==> config.mk <==
export PLATFORM = sky130hd
export DESIGN_NAME = sensor_command_packet_framer_core
export DESIGN_NICKNAME = d
export VERILOG_FILES = /design/src/rtl/scpf_pkg.sv /design/src/rtl/sensor_command_packet_framer_core.sv /design/src/rtl/scpf_req.sv /design/src/rtl/scpf_seq.sv
export SDC_FILE = /design/constraint.sdc
export NUM_CORES = 1
export LEC_CHECK = 0
export BUFFER_PORTS_ARGS = -buffer_cell sky130_fd_sc_hd__buf_2
export CAP_MARGIN = 15
export CORE_UTILIZATION = 49
export CTS_CLUSTER_DIAMETER = 30
export DETAILED_ROUTE_END_ITERATION = 10
export GPL_TIMING_DRIVEN = 0
export PLACE_DENSITY = 0.71
export SYNTH_ARGS = -nofsm -noshare
export SYNTH_HDL_FRONTEND = slang
export SYNTH_HIERARCHICAL = 1
export SYNTH_SLANG_ARGS = --single-unit
==> constraint.sdc <==
create_clock -name aclk -period 8.5 [get_ports aclk]
set_input_delay 0.85 -clock aclk [delete_from_list [all_inputs] [get_ports aclk]]
set_output_delay 0.85 -clock aclk [all_outputs]
set_load 0.02 [all_outputs]
==> src/rtl/scpf_pkg.sv <==
// scpf_pkg: types and constants shared by the sensor command packet framer
// no dependencies
`default_nettype none

package scpf_pkg;

    localparam int ARG_FIELDS = 4;
    localparam int CNT_W      = 3;
    localparam int IDX_W      = 4;

    localparam logic [7:0]  START_HI     = 8'hEF;
    localparam logic [7:0]  START_LO     = 8'h01;
    localparam logic [7:0]  PKT_TYPE_CMD = 8'h01;
    localparam logic [31:0] ADDR_RESET   = 32'hFFFF_FFFF;

    // byte positions inside a command packet
    localparam logic [IDX_W-1:0] IDX_START_HI = 4'd0;
    localparam logic [IDX_W-1:0] IDX_START_LO = 4'd1;
    localparam logic [IDX_W-1:0] IDX_ADDR3    = 4'd2;
    localparam logic [IDX_W-1:0] IDX_ADDR2    = 4'd3;
    localparam logic [IDX_W-1:0] IDX_ADDR1    = 4'd4;
    localparam logic [IDX_W-1:0] IDX_ADDR0    = 4'd5;
    localparam logic [IDX_W-1:0] IDX_TYPE     = 4'd6;
    localparam logic [IDX_W-1:0] IDX_LEN_HI   = 4'd7;
    localparam logic [IDX_W-1:0] IDX_LEN_LO   = 4'd8;
    localparam logic [IDX_W-1:0] IDX_CMD      = 4'd9;
    localparam logic [IDX_W-1:0] IDX_ARGS     = 4'd10;

    typedef struct packed {
        logic [7:0]                      command;
        logic [CNT_W-1:0]                count;
        logic [ARG_FIELDS-1:0][7:0]      args;
        logic [15:0]                     length;
        logic [15:0]                     checksum;
    } scpf_req_t;

    typedef struct packed {
        logic             load;
        logic             last;
        logic [IDX_W-1:0] index;
    } scpf_seq_status_t;

endpackage

`default_nettype wire

==> src/rtl/sensor_command_packet_framer_core.sv <==
// sensor_command_packet_framer_core: top level of the command packet framer
// depends on scpf_pkg, scpf_req, scpf_seq
//
//  channel   dir  handshake           payload
//  s_*       in   s_tvalid/s_tready   s_tdata: command, arg_count, arg0..arg3
//  m_*       out  m_tvalid/m_tready   m_tdata: tx_byte; m_tlast: last_byte
//  cfg_*     in   cfg_wr_en           cfg_wr_data: device_address
//
// one packet of 12 + arg_count bytes (at most 16 with the count saturated) leaves at one
// beat per cycle while m_tready is high, built by the byte sequencer driving the output register
// the next request is taken in the cycle the last byte of the current one loads
// m_tready low while m_tvalid is high holds the output register and the sequencer index in place
// aresetn low clears valids and sets device_address to all ones
`default_nettype none

module sensor_command_packet_framer_core
    import scpf_pkg::*;
#(
    parameter int MAX_ARGS = 4
) (
    input  wire logic        aclk,
    input  wire logic        aresetn,
    input  wire logic        s_tvalid,
    output logic             s_tready,
    input  wire logic [47:0] s_tdata,   // command, arg_count, arg0, arg1, arg2, arg3, zero fill
    output logic             m_tvalid,
    input  wire logic        m_tready,
    output logic [7:0]       m_tdata,   // tx_byte
    output logic             m_tlast,
    input  wire logic        cfg_wr_en,
    input  wire logic [31:0] cfg_wr_data
);

    logic [31:0]      addr_reg;
    logic             req_valid;
    scpf_req_t        req;
    scpf_seq_status_t seq_status;
    logic             consume;
    logic             in_take;

    always_ff @(posedge aclk) begin
        if (!aresetn) begin
            addr_reg <= ADDR_RESET;
        end else if (cfg_wr_en) begin
            addr_reg <= cfg_wr_data;
        end
    end

    assign consume  = seq_status.load && seq_status.last;
    assign s_tready = !req_valid || consume;
    assign in_take  = s_tvalid && s_tready;

    scpf_req #(
        .MAX_ARGS(MAX_ARGS)
    ) u_req (
        .aclk     (aclk),
        .aresetn  (aresetn),
        .in_take  (in_take),
        .in_data  (s_tdata),
        .consume  (consume),
        .req_valid(req_valid),
        .req      (req)
    );

    scpf_seq u_seq (
        .aclk          (aclk),
        .aresetn       (aresetn),
        .req_valid     (req_valid),
        .req           (req),
        .device_address(addr_reg),
        .out_ready     (m_tready),
        .out_valid     (m_tvalid),
        .out_byte      (m_tdata),
        .out_last      (m_tlast),
        .status        (seq_status)
    );

    a_take_only_at_end: assert property (@(posedge aclk) disable iff (!aresetn)
        (in_take && req_valid) |-> (seq_status.load && seq_status.last))
        else $error("request taken while a packet is still in progress");

    a_idle_index_zero: assert property (@(posedge aclk) disable iff (!aresetn)
        !req_valid |-> (seq_status.index == IDX_START_HI))
        else $error("sequencer index not at packet start while idle");

    a_reset_clears_out: assert property (@(posedge aclk) disable iff (!aresetn)
        !$past(aresetn) |-> !m_tvalid)
        else $error("output valid after reset");

endmodule

`default_nettype wire

==> src/rtl/scpf_req.sv <==
// scpf_req: request holding register, count saturation, length and checksum
// depends on scpf_pkg
`default_nettype none

module scpf_req
    import scpf_pkg::*;
#(
    parameter int MAX_ARGS = 4
) (
    input  wire logic        aclk,
    input  wire logic        aresetn,
    input  wire logic        in_take,
    input  wire logic [47:0] in_data,
    input  wire logic        consume,
    output logic             req_valid,
    output scpf_req_t        req
);

    localparam int LIMIT = (MAX_ARGS < ARG_FIELDS) ? MAX_ARGS : ARG_FIELDS;
    localparam logic [CNT_W-1:0] LIMIT_CNT = CNT_W'(LIMIT);

    logic      valid_reg, valid_next;
    scpf_req_t req_reg, req_next;

    logic [CNT_W-1:0]           cnt_raw, cnt_sat;
    logic [ARG_FIELDS-1:0][7:0] args_in;
    logic [15:0]                len;
    logic [15:0]                sum;

    always_comb begin
        cnt_raw = in_data[10:8];
        cnt_sat = (cnt_raw > LIMIT_CNT) ? LIMIT_CNT : cnt_raw;
        for (int i = 0; i < ARG_FIELDS; i++) begin
            args_in[i] = in_data[11 + 8*i +: 8];
        end
        len = 16'd3 + 16'(cnt_sat);
        sum = 16'(PKT_TYPE_CMD) + 16'(len[15:8]) + 16'(len[7:0]) + 16'(in_data[7:0]);
        for (int i = 0; i < ARG_FIELDS; i++) begin
            if (CNT_W'(i) < cnt_sat) begin
                sum = sum + 16'(args_in[i]);
            end
        end

        req_next.command  = in_data[7:0];
        req_next.count    = cnt_sat;
        req_next.args     = args_in;
        req_next.length   = len;
        req_next.checksum = sum;

        valid_next = valid_reg;
        if (consume) begin
            valid_next = 1'b0;
        end
        if (in_take) begin
            valid_next = 1'b1;
        end
    end

    always_ff @(posedge aclk) begin
        if (!aresetn) begin
            valid_reg <= 1'b0;
        end else begin
            valid_reg <= valid_next;
        end
        if (in_take) begin
            req_reg <= req_next;
        end
    end

    assign req_valid = valid_reg;
    assign req       = req_reg;

endmodule

`default_nettype wire

==> src/rtl/scpf_seq.sv <==
// scpf_seq: packet byte sequencer and output register
// depends on scpf_pkg
`default_nettype none

module scpf_seq
    import scpf_pkg::*;
(
    input  wire logic        aclk,
    input  wire logic        aresetn,
    input  wire logic        req_valid,
    input  wire scpf_req_t   req,
    input  wire logic [31:0] device_address,
    input  wire logic        out_ready,
    output logic             out_valid,
    output logic [7:0]       out_byte,
    output logic             out_last,
    output scpf_seq_status_t status
);

    logic [IDX_W-1:0] index_reg, index_next;
    logic             valid_reg, valid_next;
    logic [7:0]       byte_reg, byte_next;
    logic             last_reg, last_next;

    logic             load;
    logic             is_last;
    logic [IDX_W-1:0] arg_k;
    logic [IDX_W-1:0] last_idx;
    logic [7:0]       sel_byte;

    always_comb begin
        load     = req_valid && (!valid_reg || out_ready);
        arg_k    = index_reg - IDX_ARGS;
        last_idx = IDX_ARGS + IDX_W'(req.count) + 4'd1;
        is_last  = (index_reg == last_idx);

        case (index_reg)
            IDX_START_HI: sel_byte = START_HI;
            IDX_START_LO: sel_byte = START_LO;
            IDX_ADDR3:    sel_byte = device_address[31:24];
            IDX_ADDR2:    sel_byte = device_address[23:16];
            IDX_ADDR1:    sel_byte = device_address[15:8];
            IDX_ADDR0:    sel_byte = device_address[7:0];
            IDX_TYPE:     sel_byte = PKT_TYPE_CMD;
            IDX_LEN_HI:   sel_byte = req.length[15:8];
            IDX_LEN_LO:   sel_byte = req.length[7:0];
            IDX_CMD:      sel_byte = req.command;
            default: begin
                if (arg_k < IDX_W'(req.count)) begin
                    sel_byte = req.args[arg_k[1:0]];
                end else if (arg_k == IDX_W'(req.count)) begin
                    sel_byte = req.checksum[15:8];
                end else begin
                    sel_byte = req.checksum[7:0];
                end
            end
        endcase

        index_next = index_reg;
        valid_next = valid_reg;
        byte_next  = byte_reg;
        last_next  = last_reg;
        if (valid_reg && out_ready) begin
            valid_next = 1'b0;
        end
        if (load) begin
            valid_next = 1'b1;
            byte_next  = sel_byte;
            last_next  = is_last;
            index_next = is_last ? IDX_START_HI : index_reg + 4'd1;
        end
    end

    always_ff @(posedge aclk) begin
        if (!aresetn) begin
            index_reg <= IDX_START_HI;
            valid_reg <= 1'b0;
        end else begin
            index_reg <= index_next;
            valid_reg <= valid_next;
        end
        byte_reg <= byte_next;
        last_reg <= last_next;
    end

    assign out_valid    = valid_reg;
    assign out_byte     = byte_reg;
    assign out_last     = last_reg;
    assign status.load  = load;
    assign status.last  = is_last;
    assign status.index = index_reg;

endmodule

`default_nettype wire

# Word level (Yosys, flattened, before mapping)
# Index checks and enable logic that the tools add are counted.
# word_totals
reg_bits	122
out_inout_bits	11
# classes
n_reduce_logical	12
eq_ne	11
n_lt_le_gt_ge	7
n_mux	15
addsub	12
# ops
op	n
$add 16x8->16	6
$pmux 8 s9	1
$mux 16	4
$mux 8	3
$bmux 8 s2	1
$eq 4x3->1 const B	4
$add 1x8->9 const AB	1
$add 4x1->4 const B	2
$eq 4x2->1 const B	2
$eq 4x4->1 const B	2
$lt 1x3->1 const A	2
$lt 2x3->1 const A	2
$add 2x3->4 const A	1
$add 4x3->4 const A	1
$eq 4x1->1 const B	1
$eq 4x3->1	1
$eq 4x4->1	1
$logic_and 1x1->1	4
$logic_not 4->1	1
$lt 4x3->1	1
$mux 1	4
$mux 4	1
$reduce_bool 2->1	2
$sub 4x4->4 const B	1
6 further kinds	8

# Longest topological paths before layout
# depth
ltp_word	13
mapped_depth	32
depth_no_buf	30

# Modules after synthesis
# The synthesis kept the hierarchy.
# by_module_without_submodules
mod	cells_each	n_inst	seq_area_each_um2	area_each_um2
scpf_req	375	1	1821.7	4088.9
scpf_seq	181	1	370.4	1791.7
sensor_command_packet_framer_core	107	1	640.6	1167.4

# Worst setup path after synthesis
# Ideal clock, no wire load.
# synth_timing
path_kind	register to register
from	reg u_seq.index_reg[0]
to	reg u_req.req_reg, in the netlist u_req/req[0] (enable)
required_ns	7.927
arrival_time_ns	6.071
setup_ns	0.573
slack_ns	1.856
stages_incl_launch_ff	8
cell_sequence	dfxtp_1 > buf_2 > inv_1 > ha_1 > a311oi_4 > buf_4 > nand2_1 > a21boi_0
# synth_between
elab_chain_cells	4
# synth_lines
element	line_no	text
start: declaration	scpf_seq.sv:20	logic [IDX_W-1:0] index_reg, index_next;
start signal: assignment	scpf_seq.sv:79	index_reg <= index_next;
$eq 4x4->1	scpf_seq.sv:35	is_last = (index_reg == last_idx);
net u_seq.is_last	scpf_seq.sv:26	logic is_last;
$logic_and 1x1->1	sensor_command_packet_framer_core.sv:49	assign consume = seq_status.load && seq_status.last;
$logic_or 1x1->1	sensor_command_packet_framer_core.sv:50	assign s_tready = !req_valid || consume;
$logic_and 1x1->1	sensor_command_packet_framer_core.sv:51	assign in_take = s_tvalid && s_tready;
net in_take	sensor_command_packet_framer_core.sv:39	logic in_take;
end signal: assignment	scpf_req.sv:66	req_reg <= req_next;
end: declaration	scpf_req.sv:23	scpf_req_t req_reg, req_next;
# The timed path passes the listed nets, and every way through them passes these cells.
# A chain may end at the register's enable or synchronous reset.

# Worst setup path in the final report
# layout_timing
from	in s_tdata[10]
to	reg u_req.req_reg, in the netlist u_req/req[10] (data pin)
# layout_between
elab_chain_cells	13
elab_cells_between_ends	17
# layout_lines
element	line_no	text
start: declaration	sensor_command_packet_framer_core.sv:25	input wire logic [47:0] s_tdata,
$gt 3x3->1 *	scpf_req.sv:32	cnt_sat = (cnt_raw > LIMIT_CNT) ? LIMIT_CNT : cnt_raw;
$mux 3 *	scpf_req.sv:32	
$add 2x3->4 *	scpf_req.sv:36	len = 16'd3 + 16'(cnt_sat);
net u_req.len[1]	scpf_req.sv:27	logic [15:0] len;
$add 16x8->16 * (2 in series)	scpf_req.sv:37	sum = 16'(PKT_TYPE_CMD) + 16'(len[15:8]) + 16'(len[7:0]) + 16'(in_data[7:0]);
$add 16x8->16	scpf_req.sv:40	sum = sum + 16'(args_in[i]);
$mux 16 *	scpf_req.sv:39	if (CNT_W'(i) < cnt_sat) begin
$add 16x8->16	scpf_req.sv:40	
$mux 16 *	scpf_req.sv:39	
$add 16x8->16	scpf_req.sv:40	
$mux 16 *	scpf_req.sv:39	
$add 16x8->16	scpf_req.sv:40	
$mux 16 *	scpf_req.sv:39	
net u_req.sum[10]	scpf_req.sv:28	logic [15:0] sum;
# The timed path passes the listed nets; every way through them passes the cells marked *.

==> impl_metrics.json <==
{
  "rr_endpoint": "u_req/req[19]",
  "crit_fanout": 10,
  "syn_to_final_growth_pct": 15.69,
  "start_util": 0.5058,
  "dieWidth_um": 121.9,
  "yosys-top-cells-area": "edfxtp_1, dfxtp_1, ha_1, mux2i_1, nand2_1",
  "min_path_cells": 2,
  "p_leak_nw": 3.468,
  "cts_setup_buffers": 0,
  "cpMaxStageDelayCell": "buf_1",
  "synth-main-ff-cell": "edfxtp_1",
  "reg2reg_from": "u_seq/index_reg[0]",
  "dieArea_mm2": 0.01487,
  "antenna_found_initial": 0,
  "port-buffer-count": 87,
  "cp.required_ns": 8.58,
  "place.gp.congestion": 0.9229,
  "worst_slew_margin_rel": 0.5024,
  "cpMostUsedCell": "ha_1",
  "cts_root_buf": "clkbuf_16",
  "netlist_instances": 663,
  "synth-edff-count": 69,
  "syn_area_mm2": 0.007048,
  "fmax_mhz": 133.3,
  "hp-start": "addr_reg[14]",
  "grt.overflow.total": 0,
  "dp_hpwl_um": 13930,
  "ys_seq_area_frac": 0.4019,
  "place_ws_ns": 0.7432,
  "worstMarginPinSlew_ns": 0.7371,
  "rows": 43,
  "async_flop_share": 0,
  "htree_levels": 3,
  "clk_path_buf_depth": 2,
  "maxSlewViolCount": 0,
  "grt_use_total": 0.2514,
  "crit_type": "input port to register",
  "setup_ws_ns": 0.9994,
  "clk_pin_slew_ns": 0.07,
  "rsz0062_at_grt": "no",
  "ff2ff_setup_slack_ns": 5.26,
  "wl_per_cell_um": 18.44,
  "outcome": "completed",
  "slowest_delay_ns": 0.49,
  "dr.pass1.iters": 5,
  "largest_reg_flops": 60,
  "timing.setup.tns_ns": 0,
  "clock_skew_ns": 0.007264,
  "reg2reg_depth": 8,
  "grt_first_pass_wirelength_um": 27810,
  "yosysTopAreaCellShare": 0.2940,
  "cts_resized": 0,
  "synthDistinctLibCells": 82,
  "drt_iter0_markers": 454,
  "cts_hold_buffers": 0,
  "cp.arrival_ns": 7.58,
  "finalCritPeriodShare": 0.8824,
  "hold_viol": 0,
  "hold-worst-slack_ns": 0.4807,
  "hold_path.class": "register to register",
  "antenna_left": 0,
  "numCtsBuffers": 9,
  "min_to": "addr_reg[14]",
  "coreArea_mm2": 0.01393,
  "viasPerCell": 5.749,
  "maxCapViolCount": 0,
  "vias": 5548,
  "die_y_um": 121.9,
  "fin_crit_ns": 7.501,
  "powerDensity_mw_per_mm2": 231.3,
  "critPathLaunchType": "input port",
  "antenna_cells": 0,
  "synth_seq_cells": 107,
  "grt_start_max_net_pins": 31,
  "setup_viol": 0,
  "io_pins": 96,
  "fin_nets": 917,
  "cts_tree": "built",
  "clock_latency_ns": 0.36,
  "ir_drop_mv": 0.1481,
  "grt_pass1_vias": 5440,
  "synth_area_leader_cell": "edfxtp_1",
  "drive_above_1_share": 0.2242,
  "drt_wl_total_um": 17790,
  "setup.worst_path.end_class": "register",
  "yosys_warnings": 6,
  "avgSynthCellArea_um2": 10.63,
  "clock-sinks": 107,
  "drc": 0
}
[synth_stat cells (all sizes together) (8+ instances only)]
master	instances
edfxtp	69
nand2	60
ha	47
nor2	44
a21oi	38
dfxtp	38
mux2i	35
inv	33
buf	31
o21ai	21
clkbuf	17
mux2	16
xor2	16
a22oi	15
a21o	14
a32oi	12
xnor2	12
nor2b	11
nand4	10
nor3	9
a22o	8
mux4	8
[layer usage]
layer / track usage / routed length [um] / up-vias
met5: 0 / 0 / -
met4: 0.1181 / 566 / 0
met3: 0.03324 / 838 / 34
met2: 0.4188 / 8651 / 186
met1: 0.3225 / 7738 / 2654
li1: - / - / 2674
[area by class of cell]
| class | count | area (um^2) |
|---|---|---|
| Buffer | 48 | 325.3 |
| Clock buffer | 13 | 292.8 |
| Clock inverter | 3 | 30.03 |
| Fill cell | 1209 | 5781 |
| Inverter | 34 | 127.6 |
| Multi-Input combinational cell | 491 | 3837 |
| Sequential cell | 107 | 2833 |
| Tap cell | 180 | 225.2 |
| Timing Repair Buffer | 89 | 483.0 |
[cells in the final DEF (no fill, tap or decap), drive strengths merged, types with 12 or more instances in the layout]
| cell | netlist | layout |
|---|---|---|
| a22oi | 15 | 15 |
| a21oi | 38 | 38 |
| conb | 1 | 18 |
| nand2 | 60 | 60 |
| ha | 47 | 47 |
| xnor2 | 12 | 12 |
| edfxtp | 69 | 69 |
| buf | 31 | 120 |
| a32oi | 12 | 12 |
| clkbuf | 17 | 30 |
| a21o | 14 | 14 |
| dfxtp | 38 | 38 |
| xor2 | 16 | 16 |
| inv | 33 | 35 |
| nor2 | 44 | 44 |
| o21ai | 21 | 21 |
| mux2i | 35 | 35 |
| mux2 | 16 | 16 |
[cells by family (layout without fill, tap and decap cells)]
logic type | Yosys count | count (layout) | synth area share
AND/OR/NAND/NOR | 164 | 164 | 0.1156
XOR/XNOR | 29 | 29 | 0.03959
flip-flops | 107 | 107 | 0.4019
buffers and inverters | 82 | 187 | 0.06426
adder cells (fa/ha/maj) | 52 | 52 | 0.09764
multiplexers | 59 | 59 | 0.1051
other | 1 | 18 | 0.0005321
AO/OA/AOI/OAI | 169 | 169 | 0.1754
[how the worst max path moves through the flow]
stage	to	start	slack, ns	cells past startpoint
after floorplan	u_req/req[0]	u_seq/index_reg[0]	1.86	7
after global placement	u_req/req[38]	u_seq/index_reg[0]	-0.39	7
after detailed placement	u_req/req[10]	s_tdata[10]	0.74	32
after CTS	u_req/req[10]	s_tdata[10]	1.10	32
after global routing	u_req/req[10]	s_tdata[10]	0.54	32
final	u_req/req[10]	s_tdata[10]	1.0	32
[worst max-delay path: cells and delay by family]
kind	cells	cell delay (ns)
compound gates	14	2.57
fa+ha+maj	5	1.46
simple gates	7	1.22
buf+inv	4	1.14
xor+xnor	2	0.34
[power by group]
part / internal, mW / switching, mW
combinational: 0.358 / 0.433
sequential: 0.623 / 0.0231
clock: 0.257 / 0.191
[stage by stage]
| step | cell area [um^2] | std cells | util | power [mW] |
|---|---|---|---|---|
| 4_1_cts | 8154 | 965 | 0.5852 | 1.887 |
| 6_report | 8154 | 965 | 0.5852 | 1.886 |
| 3_3_place_gp | 7772 | 947 | 0.5578 | 1.399 |
| 2_1_floorplan | 7112 | 680 | - | 1.245 |
| 5_1_grt | 8154 | 965 | 0.5852 | 1.999 |
| 3_5_place_dp | 7831 | 949 | 0.5620 | 1.433 |
Power figures use the tool's default switching activity.
